--- config.mk ---
export PLATFORM = sky130hd
export DESIGN_NAME = nearest_hit_pair_matcher_unit_flat
export DESIGN_NICKNAME = d
export VERILOG_FILES = /design/src/hw/rtl/nhpm_pkg.sv /design/src/hw/rtl/nhpm_req_if.sv /design/src/hw/rtl/nhpm_rsp_if.sv /design/src/hw/rtl/nearest_hit_pair_matcher_unit.sv /design/src/hw/rtl/nhpm_front.sv /design/src/hw/rtl/nhpm_queue.sv /design/src/hw/rtl/nhpm_back.sv /design/src/flat_wrapper.sv
export SDC_FILE = /design/constraint.sdc
export NUM_CORES = 2
export LEC_CHECK = 0
export BUFFER_PORTS_ARGS = -buffer_cell sky130_fd_sc_hd__buf_4
export CORE_MARGIN = 4
export CORE_UTILIZATION = 45
export CTS_CLUSTER_DIAMETER = 150
export DETAILED_ROUTE_END_ITERATION = 6
export PLACE_DENSITY = 0.65
export SETUP_SLACK_MARGIN = 0.3
export SYNTH_ARGS = -nofsm -noshare
export SYNTH_HDL_FRONTEND = slang
export SYNTH_SLANG_ARGS = --single-unit
--- constraint.sdc ---
create_clock -name clock -period 9.2 [get_ports clock]
set_clock_uncertainty 0.2 [all_clocks]
set_input_delay 1.38 -clock clock [delete_from_list [all_inputs] [get_ports clock]]
set_output_delay 1.38 -clock clock [all_outputs]
set_load 0.1 [all_outputs]
--- src/hw/rtl/nhpm_pkg.sv ---
// Shared types and constants for the nearest hit pair matcher.
// No dependencies; every other file of the block refers to this package by scoped names.
package nhpm_pkg;

   localparam int COORD_BITS_DEF = 16;
   localparam int QUEUE_DEPTH    = 4;

   localparam int CUT_BITS  = 17;
   localparam int OUT_BITS  = 17;
   localparam int PROD_BITS = 2 * CUT_BITS;
   localparam int SQ_BITS   = PROD_BITS + 1;

   localparam int CSR_ADDR_BITS = 3;
   localparam int CSR_DATA_BITS = 32;

   localparam logic [CUT_BITS-1:0] CUT_RESET = 17'h10000;

   localparam logic ACTION_PAIR = 1'b0;
   localparam logic ACTION_EOE  = 1'b1;

   localparam logic REG_X_CUT = 1'b0;
   localparam logic REG_Y_CUT = 1'b1;

   localparam logic [1:0] KIND_RESIDUAL = 2'd0;
   localparam logic [1:0] KIND_HIT_A    = 2'd1;
   localparam logic [1:0] KIND_HIT_B    = 2'd2;

   typedef enum logic [1:0] {
      BK_RUN,
      BK_EMIT_A,
      BK_EMIT_B
   } back_state_type;

   // One classified transaction, as handed from the front to the back.
   typedef struct packed {
      logic                       eoe;
      logic                       qual;
      logic [SQ_BITS-1:0]         sq;
      logic signed [OUT_BITS-1:0] dx;
      logic signed [OUT_BITS-1:0] dy;
      logic signed [OUT_BITS-1:0] ax;
      logic signed [OUT_BITS-1:0] ay;
      logic signed [OUT_BITS-1:0] bx;
      logic signed [OUT_BITS-1:0] by;
   } q_entry_type;

endpackage

--- src/hw/rtl/nhpm_req_if.sv ---
// Input channel of the matcher: one hit pair or end of event per transaction.
// Depends on nhpm_pkg for the default coordinate width.
interface nhpm_req_if #(
   parameter int COORD_BITS = nhpm_pkg::COORD_BITS_DEF
) ();
   logic                         valid;
   logic                         ready;
   logic                         action;
   logic signed [COORD_BITS-1:0] a_x;
   logic signed [COORD_BITS-1:0] a_y;
   logic signed [COORD_BITS-1:0] b_x;
   logic signed [COORD_BITS-1:0] b_y;

   modport source (output valid, action, a_x, a_y, b_x, b_y, input ready);
   modport sink   (input valid, action, a_x, a_y, b_x, b_y, output ready);
endinterface

--- src/hw/rtl/nhpm_rsp_if.sv ---
// Result channel of the matcher: residual, hit on A or hit on B per transaction.
// Depends on nhpm_pkg for the output width.
interface nhpm_rsp_if ();
   logic                                 valid;
   logic                                 ready;
   logic [1:0]                           kind;
   logic signed [nhpm_pkg::OUT_BITS-1:0] out_x;
   logic signed [nhpm_pkg::OUT_BITS-1:0] out_y;
   logic                                 last;

   modport source (output valid, kind, out_x, out_y, last, input ready);
   modport sink   (input valid, kind, out_x, out_y, last, output ready);
endinterface

--- src/hw/rtl/nearest_hit_pair_matcher_unit.sv ---
// Top level of the nearest hit pair matcher: CSR block, front end, queue and back end.
// Depends on nhpm_pkg, nhpm_req_if, nhpm_rsp_if, nhpm_front, nhpm_queue and nhpm_back.
//
// The matcher takes one candidate hit pair (plane A, plane B) per req transaction and
// keeps, per event, the pair with the smallest dx*dx + dy*dy among those with
// |dx| < x_cut and |dy| < y_cut; on a tie the earlier pair stays. An end-of-event
// transaction (action = 1) reports the kept pair as three rsp transactions - the
// residual, then the hit on A, then the hit on B with last set - and clears the event;
// an event with no qualifying pair reports nothing. Candidate pairs are taken at one per
// clock until the queue and both front stages are full: a pair passes a two-stage front
// end (residual and window cut, then squaring) into a QUEUE_DEPTH-entry queue, and the
// back end retires one queued pair per clock with a single compare while not reporting.
// An end of event with a kept pair holds the back end while its three results go out,
// longer while rsp is stalled. Cuts are written over the APB-style CSR port (x_cut at
// 0x0, y_cut at 0x4, 17 bits, reset 65536), by the user only while no transaction is in
// flight, which the block does not enforce; a cut of zero rejects every pair.
module nearest_hit_pair_matcher_unit #(
   parameter int COORD_BITS  = nhpm_pkg::COORD_BITS_DEF,
   parameter int QUEUE_DEPTH = nhpm_pkg::QUEUE_DEPTH
) (
   input  logic                               clock,
   input  logic                               reset,
   nhpm_req_if.sink                           req,
   nhpm_rsp_if.source                         rsp,
   input  logic                               csr_psel,
   input  logic                               csr_penable,
   input  logic                               csr_pwrite,
   input  logic [nhpm_pkg::CSR_ADDR_BITS-1:0] csr_paddr,
   input  logic [nhpm_pkg::CSR_DATA_BITS-1:0] csr_pwdata,
   output logic [nhpm_pkg::CSR_DATA_BITS-1:0] csr_prdata,
   output logic                               csr_pready
);
   localparam int CB = nhpm_pkg::CUT_BITS;

   logic [CB-1:0] x_cut_ff, x_cut_in;
   logic [CB-1:0] y_cut_ff, y_cut_in;
   logic          csr_write;
   logic          csr_index;

   nhpm_pkg::q_entry_type push_data, pop_data;
   logic                  push_valid, push_ready, pop_valid, pop_ready;

   // CSR block: zero wait states, write on the access cycle.
   assign csr_pready = 1'b1;
   assign csr_write  = csr_psel && csr_penable && csr_pwrite;
   assign csr_index  = csr_paddr[2];

   always_comb begin
      x_cut_in = x_cut_ff;
      y_cut_in = y_cut_ff;
      if (csr_write) begin
         case (csr_index)
            nhpm_pkg::REG_X_CUT: x_cut_in = csr_pwdata[CB-1:0];
            nhpm_pkg::REG_Y_CUT: y_cut_in = csr_pwdata[CB-1:0];
            default:             x_cut_in = x_cut_ff;
         endcase
      end
   end

   always_comb begin
      case (csr_index)
         nhpm_pkg::REG_X_CUT: csr_prdata = nhpm_pkg::CSR_DATA_BITS'(x_cut_ff);
         nhpm_pkg::REG_Y_CUT: csr_prdata = nhpm_pkg::CSR_DATA_BITS'(y_cut_ff);
         default:             csr_prdata = '0;
      endcase
   end

   always_ff @(posedge clock) begin
      if (reset) begin
         x_cut_ff <= nhpm_pkg::CUT_RESET;
         y_cut_ff <= nhpm_pkg::CUT_RESET;
      end else begin
         x_cut_ff <= x_cut_in;
         y_cut_ff <= y_cut_in;
      end
   end

   // Front end: classify and square each transaction.
   nhpm_front #(
      .COORD_BITS (COORD_BITS)
   ) u_front (
      .clock      (clock),
      .reset      (reset),
      .req        (req),
      .x_cut      (x_cut_ff),
      .y_cut      (y_cut_ff),
      .push_data  (push_data),
      .push_valid (push_valid),
      .push_ready (push_ready)
   );

   // Queue: decouple the front from the back while results drain.
   nhpm_queue #(
      .DEPTH (QUEUE_DEPTH)
   ) u_queue (
      .clock      (clock),
      .reset      (reset),
      .push_data  (push_data),
      .push_valid (push_valid),
      .push_ready (push_ready),
      .pop_data   (pop_data),
      .pop_valid  (pop_valid),
      .pop_ready  (pop_ready)
   );

   // Back end: keep the nearest pair, report it at end of event.
   nhpm_back u_back (
      .clock     (clock),
      .reset     (reset),
      .pop_data  (pop_data),
      .pop_valid (pop_valid),
      .pop_ready (pop_ready),
      .rsp       (rsp)
   );

endmodule

--- src/hw/rtl/nhpm_front.sv ---
// Front end: accepts transactions, forms residuals, applies the window cut, squares.
// Depends on nhpm_pkg and nhpm_req_if.
module nhpm_front #(
   parameter int COORD_BITS = nhpm_pkg::COORD_BITS_DEF
) (
   input  logic                          clock,
   input  logic                          reset,
   nhpm_req_if.sink                      req,
   input  logic [nhpm_pkg::CUT_BITS-1:0] x_cut,
   input  logic [nhpm_pkg::CUT_BITS-1:0] y_cut,
   output nhpm_pkg::q_entry_type         push_data,
   output logic                          push_valid,
   input  logic                          push_ready
);
   localparam int DIFF_BITS = COORD_BITS + 1;
   localparam int CMP_BITS  = (DIFF_BITS > nhpm_pkg::CUT_BITS) ? DIFF_BITS : nhpm_pkg::CUT_BITS;
   localparam int CB        = nhpm_pkg::CUT_BITS;
   localparam int OB        = nhpm_pkg::OUT_BITS;
   localparam int PB        = nhpm_pkg::PROD_BITS;
   localparam int SB        = nhpm_pkg::SQ_BITS;

   logic signed [DIFF_BITS-1:0] dx, dy;
   logic [DIFF_BITS-1:0]        mag_x, mag_y;
   logic                        qual;
   logic                        adv1, adv2;

   logic                s1_valid_ff, s1_valid_in;
   logic                s1_eoe_ff, s1_qual_ff;
   logic [CB-1:0]       s1_mag_x_ff, s1_mag_y_ff;
   logic signed [OB-1:0] s1_dx_ff, s1_dy_ff, s1_ax_ff, s1_ay_ff, s1_bx_ff, s1_by_ff;

   logic                s2_valid_ff, s2_valid_in;
   logic                s2_eoe_ff, s2_qual_ff;
   logic [PB-1:0]       s2_sq_x_ff, s2_sq_y_ff;
   logic signed [OB-1:0] s2_dx_ff, s2_dy_ff, s2_ax_ff, s2_ay_ff, s2_bx_ff, s2_by_ff;

   always_comb begin
      dx    = DIFF_BITS'(req.a_x) - DIFF_BITS'(req.b_x);
      dy    = DIFF_BITS'(req.a_y) - DIFF_BITS'(req.b_y);
      mag_x = dx[DIFF_BITS-1] ? DIFF_BITS'(-dx) : DIFF_BITS'(dx);
      mag_y = dy[DIFF_BITS-1] ? DIFF_BITS'(-dy) : DIFF_BITS'(dy);
      qual  = (CMP_BITS'(mag_x) < CMP_BITS'(x_cut)) && (CMP_BITS'(mag_y) < CMP_BITS'(y_cut));
   end

   // Advance each stage when the one below has room.
   assign adv2      = !s2_valid_ff || push_ready;
   assign adv1      = !s1_valid_ff || adv2;
   assign req.ready = adv1;

   assign s1_valid_in = adv1 ? req.valid : s1_valid_ff;
   assign s2_valid_in = adv2 ? s1_valid_ff : s2_valid_ff;

   always_ff @(posedge clock) begin
      if (reset) begin
         s1_valid_ff <= 1'b0;
         s2_valid_ff <= 1'b0;
      end else begin
         s1_valid_ff <= s1_valid_in;
         s2_valid_ff <= s2_valid_in;
      end
   end

   always_ff @(posedge clock) begin
      if (adv1) begin
         s1_eoe_ff   <= (req.action == nhpm_pkg::ACTION_EOE);
         s1_qual_ff  <= qual;
         s1_mag_x_ff <= CB'(mag_x);
         s1_mag_y_ff <= CB'(mag_y);
         s1_dx_ff    <= OB'(dx);
         s1_dy_ff    <= OB'(dy);
         s1_ax_ff    <= OB'(req.a_x);
         s1_ay_ff    <= OB'(req.a_y);
         s1_bx_ff    <= OB'(req.b_x);
         s1_by_ff    <= OB'(req.b_y);
      end
   end

   // Square the magnitudes; only pairs inside the window use them, so 17 bits suffice.
   always_ff @(posedge clock) begin
      if (adv2) begin
         s2_eoe_ff  <= s1_eoe_ff;
         s2_qual_ff <= s1_qual_ff;
         s2_sq_x_ff <= PB'(s1_mag_x_ff) * PB'(s1_mag_x_ff);
         s2_sq_y_ff <= PB'(s1_mag_y_ff) * PB'(s1_mag_y_ff);
         s2_dx_ff   <= s1_dx_ff;
         s2_dy_ff   <= s1_dy_ff;
         s2_ax_ff   <= s1_ax_ff;
         s2_ay_ff   <= s1_ay_ff;
         s2_bx_ff   <= s1_bx_ff;
         s2_by_ff   <= s1_by_ff;
      end
   end

   assign push_valid = s2_valid_ff;

   always_comb begin
      push_data      = '0;
      push_data.eoe  = s2_eoe_ff;
      push_data.qual = s2_qual_ff;
      push_data.sq   = SB'(s2_sq_x_ff) + SB'(s2_sq_y_ff);
      push_data.dx   = s2_dx_ff;
      push_data.dy   = s2_dy_ff;
      push_data.ax   = s2_ax_ff;
      push_data.ay   = s2_ay_ff;
      push_data.bx   = s2_bx_ff;
      push_data.by   = s2_by_ff;
   end

endmodule

--- src/hw/rtl/nhpm_queue.sv ---
// Short FIFO of classified transactions between the front and the back.
// Depends on nhpm_pkg for the entry type.
module nhpm_queue #(
   parameter int DEPTH = nhpm_pkg::QUEUE_DEPTH
) (
   input  logic                  clock,
   input  logic                  reset,
   input  nhpm_pkg::q_entry_type push_data,
   input  logic                  push_valid,
   output logic                  push_ready,
   output nhpm_pkg::q_entry_type pop_data,
   output logic                  pop_valid,
   input  logic                  pop_ready
);
   localparam int PTR_BITS = (DEPTH > 1) ? $clog2(DEPTH) : 1;
   localparam int CNT_BITS = $clog2(DEPTH + 1);

   nhpm_pkg::q_entry_type entry_ff [DEPTH];
   logic [PTR_BITS-1:0]   wr_ptr_ff, wr_ptr_in, rd_ptr_ff, rd_ptr_in;
   logic [CNT_BITS-1:0]   count_ff, count_in;
   logic                  push, pop;

   assign push_ready = (count_ff != CNT_BITS'(DEPTH));
   assign pop_valid  = (count_ff != '0);
   assign push       = push_valid && push_ready;
   assign pop        = pop_valid && pop_ready;
   assign pop_data   = entry_ff[rd_ptr_ff];

   always_comb begin
      wr_ptr_in = wr_ptr_ff;
      rd_ptr_in = rd_ptr_ff;
      count_in  = count_ff;
      if (push) begin
         wr_ptr_in = (wr_ptr_ff == PTR_BITS'(DEPTH - 1)) ? '0 : wr_ptr_ff + 1'b1;
      end
      if (pop) begin
         rd_ptr_in = (rd_ptr_ff == PTR_BITS'(DEPTH - 1)) ? '0 : rd_ptr_ff + 1'b1;
      end
      if (push && !pop) begin
         count_in = count_ff + 1'b1;
      end else if (pop && !push) begin
         count_in = count_ff - 1'b1;
      end
   end

   always_ff @(posedge clock) begin
      if (reset) begin
         wr_ptr_ff <= '0;
         rd_ptr_ff <= '0;
         count_ff  <= '0;
      end else begin
         wr_ptr_ff <= wr_ptr_in;
         rd_ptr_ff <= rd_ptr_in;
         count_ff  <= count_in;
      end
   end

   always_ff @(posedge clock) begin
      if (push) begin
         entry_ff[wr_ptr_ff] <= push_data;
      end
   end

endmodule

--- src/hw/rtl/nhpm_back.sv ---
// Back end: keeps the nearest qualifying pair of the event and reports it at end of event.
// Depends on nhpm_pkg and nhpm_rsp_if.
module nhpm_back (
   input  logic                  clock,
   input  logic                  reset,
   input  nhpm_pkg::q_entry_type pop_data,
   input  logic                  pop_valid,
   output logic                  pop_ready,
   nhpm_rsp_if.source            rsp
);
   localparam int OB = nhpm_pkg::OUT_BITS;
   localparam int SB = nhpm_pkg::SQ_BITS;

   nhpm_pkg::back_state_type state_ff, state_in;

   logic                 found_ff, found_in;
   logic [SB-1:0]        best_sq_ff;
   logic signed [OB-1:0] best_dx_ff, best_dy_ff, best_ax_ff, best_ay_ff, best_bx_ff, best_by_ff;

   logic                 rsp_valid_ff, rsp_valid_in;
   logic [1:0]           rsp_kind_ff;
   logic signed [OB-1:0] rsp_x_ff, rsp_y_ff;
   logic                 rsp_last_ff;

   logic                 out_free, take_pair, update, clear, load_out;
   logic [1:0]           out_kind;
   logic signed [OB-1:0] out_x, out_y;
   logic                 out_last;

   assign out_free  = !rsp_valid_ff || rsp.ready;
   // Strict compare: on a tie keep the earlier pair.
   assign take_pair = pop_data.qual && (!found_ff || (pop_data.sq < best_sq_ff));

   // Outputs of the sequencer.
   always_comb begin
      pop_ready = 1'b0;
      update    = 1'b0;
      clear     = 1'b0;
      load_out  = 1'b0;
      out_kind  = nhpm_pkg::KIND_RESIDUAL;
      out_x     = best_dx_ff;
      out_y     = best_dy_ff;
      out_last  = 1'b0;
      case (state_ff)
         nhpm_pkg::BK_RUN: begin
            if (pop_valid) begin
               if (!pop_data.eoe) begin
                  pop_ready = 1'b1;
                  update    = take_pair;
               end else if (!found_ff) begin
                  pop_ready = 1'b1;
                  clear     = 1'b1;
               end else if (out_free) begin
                  pop_ready = 1'b1;
                  load_out  = 1'b1;
               end
            end
         end
         nhpm_pkg::BK_EMIT_A: begin
            load_out = out_free;
            out_kind = nhpm_pkg::KIND_HIT_A;
            out_x    = best_ax_ff;
            out_y    = best_ay_ff;
         end
         nhpm_pkg::BK_EMIT_B: begin
            load_out = out_free;
            clear    = out_free;
            out_kind = nhpm_pkg::KIND_HIT_B;
            out_x    = best_bx_ff;
            out_y    = best_by_ff;
            out_last = 1'b1;
         end
         default: begin
            pop_ready = 1'b0;
         end
      endcase
   end

   // Next state of the sequencer.
   always_comb begin
      state_in = state_ff;
      case (state_ff)
         nhpm_pkg::BK_RUN: begin
            if (load_out) state_in = nhpm_pkg::BK_EMIT_A;
         end
         nhpm_pkg::BK_EMIT_A: begin
            if (load_out) state_in = nhpm_pkg::BK_EMIT_B;
         end
         nhpm_pkg::BK_EMIT_B: begin
            if (load_out) state_in = nhpm_pkg::BK_RUN;
         end
         default: begin
            state_in = nhpm_pkg::BK_RUN;
         end
      endcase
   end

   assign found_in     = clear ? 1'b0 : (update ? 1'b1 : found_ff);
   assign rsp_valid_in = load_out ? 1'b1 : (rsp.ready ? 1'b0 : rsp_valid_ff);

   always_ff @(posedge clock) begin
      if (reset) begin
         state_ff     <= nhpm_pkg::BK_RUN;
         found_ff     <= 1'b0;
         rsp_valid_ff <= 1'b0;
      end else begin
         state_ff     <= state_in;
         found_ff     <= found_in;
         rsp_valid_ff <= rsp_valid_in;
      end
   end

   always_ff @(posedge clock) begin
      if (update) begin
         best_sq_ff <= pop_data.sq;
         best_dx_ff <= pop_data.dx;
         best_dy_ff <= pop_data.dy;
         best_ax_ff <= pop_data.ax;
         best_ay_ff <= pop_data.ay;
         best_bx_ff <= pop_data.bx;
         best_by_ff <= pop_data.by;
      end
   end

   always_ff @(posedge clock) begin
      if (load_out) begin
         rsp_kind_ff <= out_kind;
         rsp_x_ff    <= out_x;
         rsp_y_ff    <= out_y;
         rsp_last_ff <= out_last;
      end
   end

   assign rsp.valid = rsp_valid_ff;
   assign rsp.kind  = rsp_kind_ff;
   assign rsp.out_x = rsp_x_ff;
   assign rsp.out_y = rsp_y_ff;
   assign rsp.last  = rsp_last_ff;

   a_last_on_b: assert property (@(posedge clock) disable iff (reset)
      rsp_valid_ff |-> (rsp_last_ff == (rsp_kind_ff == nhpm_pkg::KIND_HIT_B)))
      else $error("last flag does not match hit-on-B result");

   a_emit_has_pair: assert property (@(posedge clock) disable iff (reset)
      (state_ff != nhpm_pkg::BK_RUN) |-> found_ff)
      else $error("emitting results with no pair kept");

   a_eoe_starts_emit: assert property (@(posedge clock) disable iff (reset)
      (pop_valid && pop_ready && pop_data.eoe && found_ff) |=>
         (state_ff == nhpm_pkg::BK_EMIT_A && rsp_valid_ff
          && rsp_kind_ff == nhpm_pkg::KIND_RESIDUAL))
      else $error("end of event did not start the report");

   a_event_cleared: assert property (@(posedge clock) disable iff (reset)
      (state_ff == nhpm_pkg::BK_EMIT_B && out_free) |=> (!found_ff && rsp_last_ff))
      else $error("event state not cleared after final result");

endmodule
--- src/flat_wrapper.sv ---
// flat-port wrapper written by rule: the top's interface ports become plain ports
module nearest_hit_pair_matcher_unit_flat 
#(
   parameter int COORD_BITS  = nhpm_pkg::COORD_BITS_DEF,
   parameter int QUEUE_DEPTH = nhpm_pkg::QUEUE_DEPTH
)
  (clock, reset, csr_psel, csr_penable, csr_pwrite, csr_paddr, csr_pwdata, csr_prdata, csr_pready, req_valid, req_action, req_a_x, req_a_y, req_b_x, req_b_y, req_ready, rsp_valid, rsp_kind, rsp_out_x, rsp_out_y, rsp_last, rsp_ready);
  nhpm_req_if #(.COORD_BITS(COORD_BITS)) req_i ();
  nhpm_rsp_if rsp_i ();
  input  logic clock;
  input  logic reset;
  input  logic csr_psel;
  input  logic csr_penable;
  input  logic csr_pwrite;
  input  logic [nhpm_pkg::CSR_ADDR_BITS-1:0] csr_paddr;
  input  logic [nhpm_pkg::CSR_DATA_BITS-1:0] csr_pwdata;
  output logic [nhpm_pkg::CSR_DATA_BITS-1:0] csr_prdata;
  output logic csr_pready;
  input wire logic [$bits(req_i.valid)-1:0] req_valid;
  input wire logic [$bits(req_i.action)-1:0] req_action;
  input wire logic [$bits(req_i.a_x)-1:0] req_a_x;
  input wire logic [$bits(req_i.a_y)-1:0] req_a_y;
  input wire logic [$bits(req_i.b_x)-1:0] req_b_x;
  input wire logic [$bits(req_i.b_y)-1:0] req_b_y;
  output wire logic [$bits(req_i.ready)-1:0] req_ready;
  output wire logic [$bits(rsp_i.valid)-1:0] rsp_valid;
  output wire logic [$bits(rsp_i.kind)-1:0] rsp_kind;
  output wire logic [$bits(rsp_i.out_x)-1:0] rsp_out_x;
  output wire logic [$bits(rsp_i.out_y)-1:0] rsp_out_y;
  output wire logic [$bits(rsp_i.last)-1:0] rsp_last;
  input wire logic [$bits(rsp_i.ready)-1:0] rsp_ready;
  assign req_i.valid = req_valid;
  assign req_i.action = req_action;
  assign req_i.a_x = req_a_x;
  assign req_i.a_y = req_a_y;
  assign req_i.b_x = req_b_x;
  assign req_i.b_y = req_b_y;
  assign req_ready = req_i.ready;
  assign rsp_valid = rsp_i.valid;
  assign rsp_kind = rsp_i.kind;
  assign rsp_out_x = rsp_i.out_x;
  assign rsp_out_y = rsp_i.out_y;
  assign rsp_last = rsp_i.last;
  assign rsp_i.ready = rsp_ready;
  nearest_hit_pair_matcher_unit #(.COORD_BITS(COORD_BITS), .QUEUE_DEPTH(QUEUE_DEPTH)) u_core (.clock(clock), .reset(reset), .req(req_i), .rsp(rsp_i), .csr_psel(csr_psel), .csr_penable(csr_penable), .csr_pwrite(csr_pwrite), .csr_paddr(csr_paddr), .csr_pwdata(csr_pwdata), .csr_prdata(csr_prdata), .csr_pready(csr_pready));
endmodule
==> impl_metrics.tcl <==
set metrics [dict create \
    outcome "finished, final reports clean" \
    die_w_um 365 \
    syn_area_um2 57400 \
    synth_edf_count 1005 \
    drc 0 \
    hold_path_depth 0 \
    grt_util_all_layers_pct 18.2 \
    dieArea_um2 133000 \
    area_delta_synth_final_pct 10.8 \
    grt-ovfl-total 0 \
    io_buffer_count 145 \
    grt_max_degree 126 \
    pre_cts_ws_ns 2.01 \
    hold_class "reg2reg" \
    synthDistinctLibCells 81 \
    fin_crit_ns 7.24 \
    syn_area_per_cell_um2 14.0 \
    ys.flop_type "edfxtp_1" \
    rows 130 \
    tightestPinTransition_ns 1.13 \
    start_util_pct 45.5 \
    path_clk_slew_ns 0.06 \
    vias_per_cell 5.26 \
    dp_hpwl_um 82000 \
    setup_tns_ns 0 \
    ys_ff_latch 1054 \
    cp.arrival_ns 7.47 \
    finalSetupViolCount 0 \
    async_reset_ff_share_pct 0 \
    antenna_found_initial 6 \
    cts_made_buffers 98 \
    postCtsSetupBuffers 0 \
    ys_seq_area_share_pct 54.3 \
    critPathLaunchType "flop" \
    fin_ws_ns 1.96 \
    postRouteAntennaNets 0 \
    fp.coreArea_um2 126000 \
    clk_path_buf_depth 3 \
    wirelength_um 119000 \
    cts_resized 0 \
    layout-drive-gt1-share_pct 11.3 \
    final_cell_mix "1005 x edfxtp_1, 692 x inv_1, 384 x fa_1" \
    cp.required_ns 9.43 \
    drt-pass1-iter-count 7 \
    grt_pass1_vias 33048 \
    cts_tree "yes" \
    final_common_cell "edfxtp_1" \
    num_vias 31492 \
    drv_cap 0 \
    rsz0062_at_grt "false" \
    fmax_ghz 0.138 \
    slew_headroom_pct 24.4 \
    drt_iter0_drc 2269 \
    gp_congestion 0.833 \
    clkLatencyLatePin_ns 0.71 \
    root_buffer "clkbuf_16" \
    ios 179 \
    finalHoldViolations 0 \
    synthCells 4097 \
    cts.hold.buffers_added 0 \
    grt_pass1_wl_um 187000 \
    criticalPathCategory "reg2reg" \
    wl_per_cell_um 19.9 \
    nets 5099 \
    die_y_um 365 \
    ff2ff_path_depth 23 \
    cts_htree_levels 3 \
    fill_cells 10498 \
    clock_sinks 1054 \
    ys_warn_count 0 \
    fin_crit_sh_pct 78.7 \
    reg2reg_setup_slack_ns 1.96 \
    crit_fanout 17 \
    end_kind "flop" \
    slew_viol_final 0 \
]
-- Yosys cell counts (25+ instances only) --
cell         n  area share (%)
nand2_1    294             1.9
a21o_1      70            0.92
clkbuf_1    85            0.56
ha_1       356             7.8
nor2_1     139            0.91
dfxtp_1     49             1.7
a21oi_1    178             1.6
inv_1      693             4.5
xnor2_1     97             1.5
edfxtp_1  1005              53
xor2_1      57            0.87
and2_1     120             1.3
a22oi_1     32            0.42
nand2b_1    26            0.28
nor3_1      25            0.22
o21ai_0     58            0.51
fa_1       384              13
mux4_2     135             5.3
-- cells by family (layout without fill, tap and decap cells) --
group	count (synthesis)	after routing	share of synthesized area [%]
flip-flops	1054	1054	54.3
buffers and inverters	819	1046	5.48
adder cells (fa/ha/maj)	740	740	21.2
AND/OR/NAND/NOR	702	702	5.78
AO/OA/AOI/OAI	480	480	5.38
XOR/XNOR	155	155	2.38
multiplexers	145	145	5.49
other	2	17	0.0131
-- through the flow --
step	utilization [%]	hold slack (ns)	cell area, um^2	instances
final	50.4	0.195	63600	5989
after CTS	50.4	0.197	63600	5988
after global placement	47.8	0.200	60300	5802
after global routing	50.4	0.208	63600	5989
after detailed placement	47.8	0.205	60300	5802
after floorplan	-	0.200	57400	4111
-- final cells by class --
| class | instances | area (um^2) | area share, % |
|---|---|---|---|
| Antenna cell | 1 | 2.50 | 0.00394 |
| Clock buffer | 125 | 2640 | 4.14 |
| Clock inverter | 61 | 646 | 1.02 |
| Inverter | 694 | 2610 | 4.11 |
| Multi-Input combinational cell | 2238 | 23200 | 36.4 |
| Sequential cell | 1054 | 31200 | 49.0 |
| Tap cell | 1650 | 2060 | 3.25 |
| Timing Repair Buffer | 166 | 1300 | 2.04 |
-- layer usage --
layer | track usage (%) | wire [um] | vias up | part of all wire, %
li1 | - | - | 14483 | -
met1 | 24.5 | 50900 | 16118 | 43
met2 | 31.8 | 59600 | 751 | 50
met3 | 2.35 | 6310 | 140 | 5.3
met4 | 4.09 | 2060 | 0 | 1.7
met5 | 0 | 0 | - | 0
-- critical path, stage by stage (launching register included) --
cell,delay (ns)
edfxtp_1,0.88
and2_1,0.27
inv_1,0.07
fa_1,0.53
inv_1,0.06
fa_1,0.53
inv_1,0.06
fa_1,0.49
inv_1,0.04
ha_1,0.29
fa_1,0.48
inv_1,0.05
fa_1,0.47
inv_1,0.04
ha_1,0.33
a21o_1,0.20
a21oi_1,0.13
nor2b_1,0.06
a311oi_1,0.58
a21oi_1,0.22
o41a_1,0.43
a211o_1,0.32
a21oi_1,0.18
xnor2_1,0.08
-- registers in the layout, indices dropped and copies added (netlist names), 17 cells and up, named ones only --
signal and cells:
u_core.x_cut_ff 17, u_core.u_back.rsp.out_y 17, u_core.u_front.s2_sq_x_ff 33, u_core.u_back.best_dx_ff 17, u_core.u_front.s2_sq_y_ff 33, u_core.u_back.best_sq_ff 35
u_core.u_front.s1_mag_y_ff 17, u_core.u_back.rsp.out_x 17, u_core.u_back.best_dy_ff 17, u_core.u_front.s1_mag_x_ff 17, u_core.y_cut_ff 17, u_core.u_queue.entry_ff 540
-- path summary, 6_finish.rpt --
kind	start	to
max	u_core.u_front.s1_mag_x_ff[7]	u_core.u_front.s2_sq_x_ff[32]
min reg2reg	u_core.u_front.s1_bx_ff[14]	u_core.u_front.s2_bx_ff[14]
min	u_core.u_front.s1_bx_ff[14]	u_core.u_front.s2_bx_ff[14]
max reg2reg	u_core.u_front.s1_mag_x_ff[7]	u_core.u_front.s2_sq_x_ff[32]
Power is left out: the tool's default activity adds up to more than one toggle a clock period on the data nets, which glitch-free logic cannot reach.
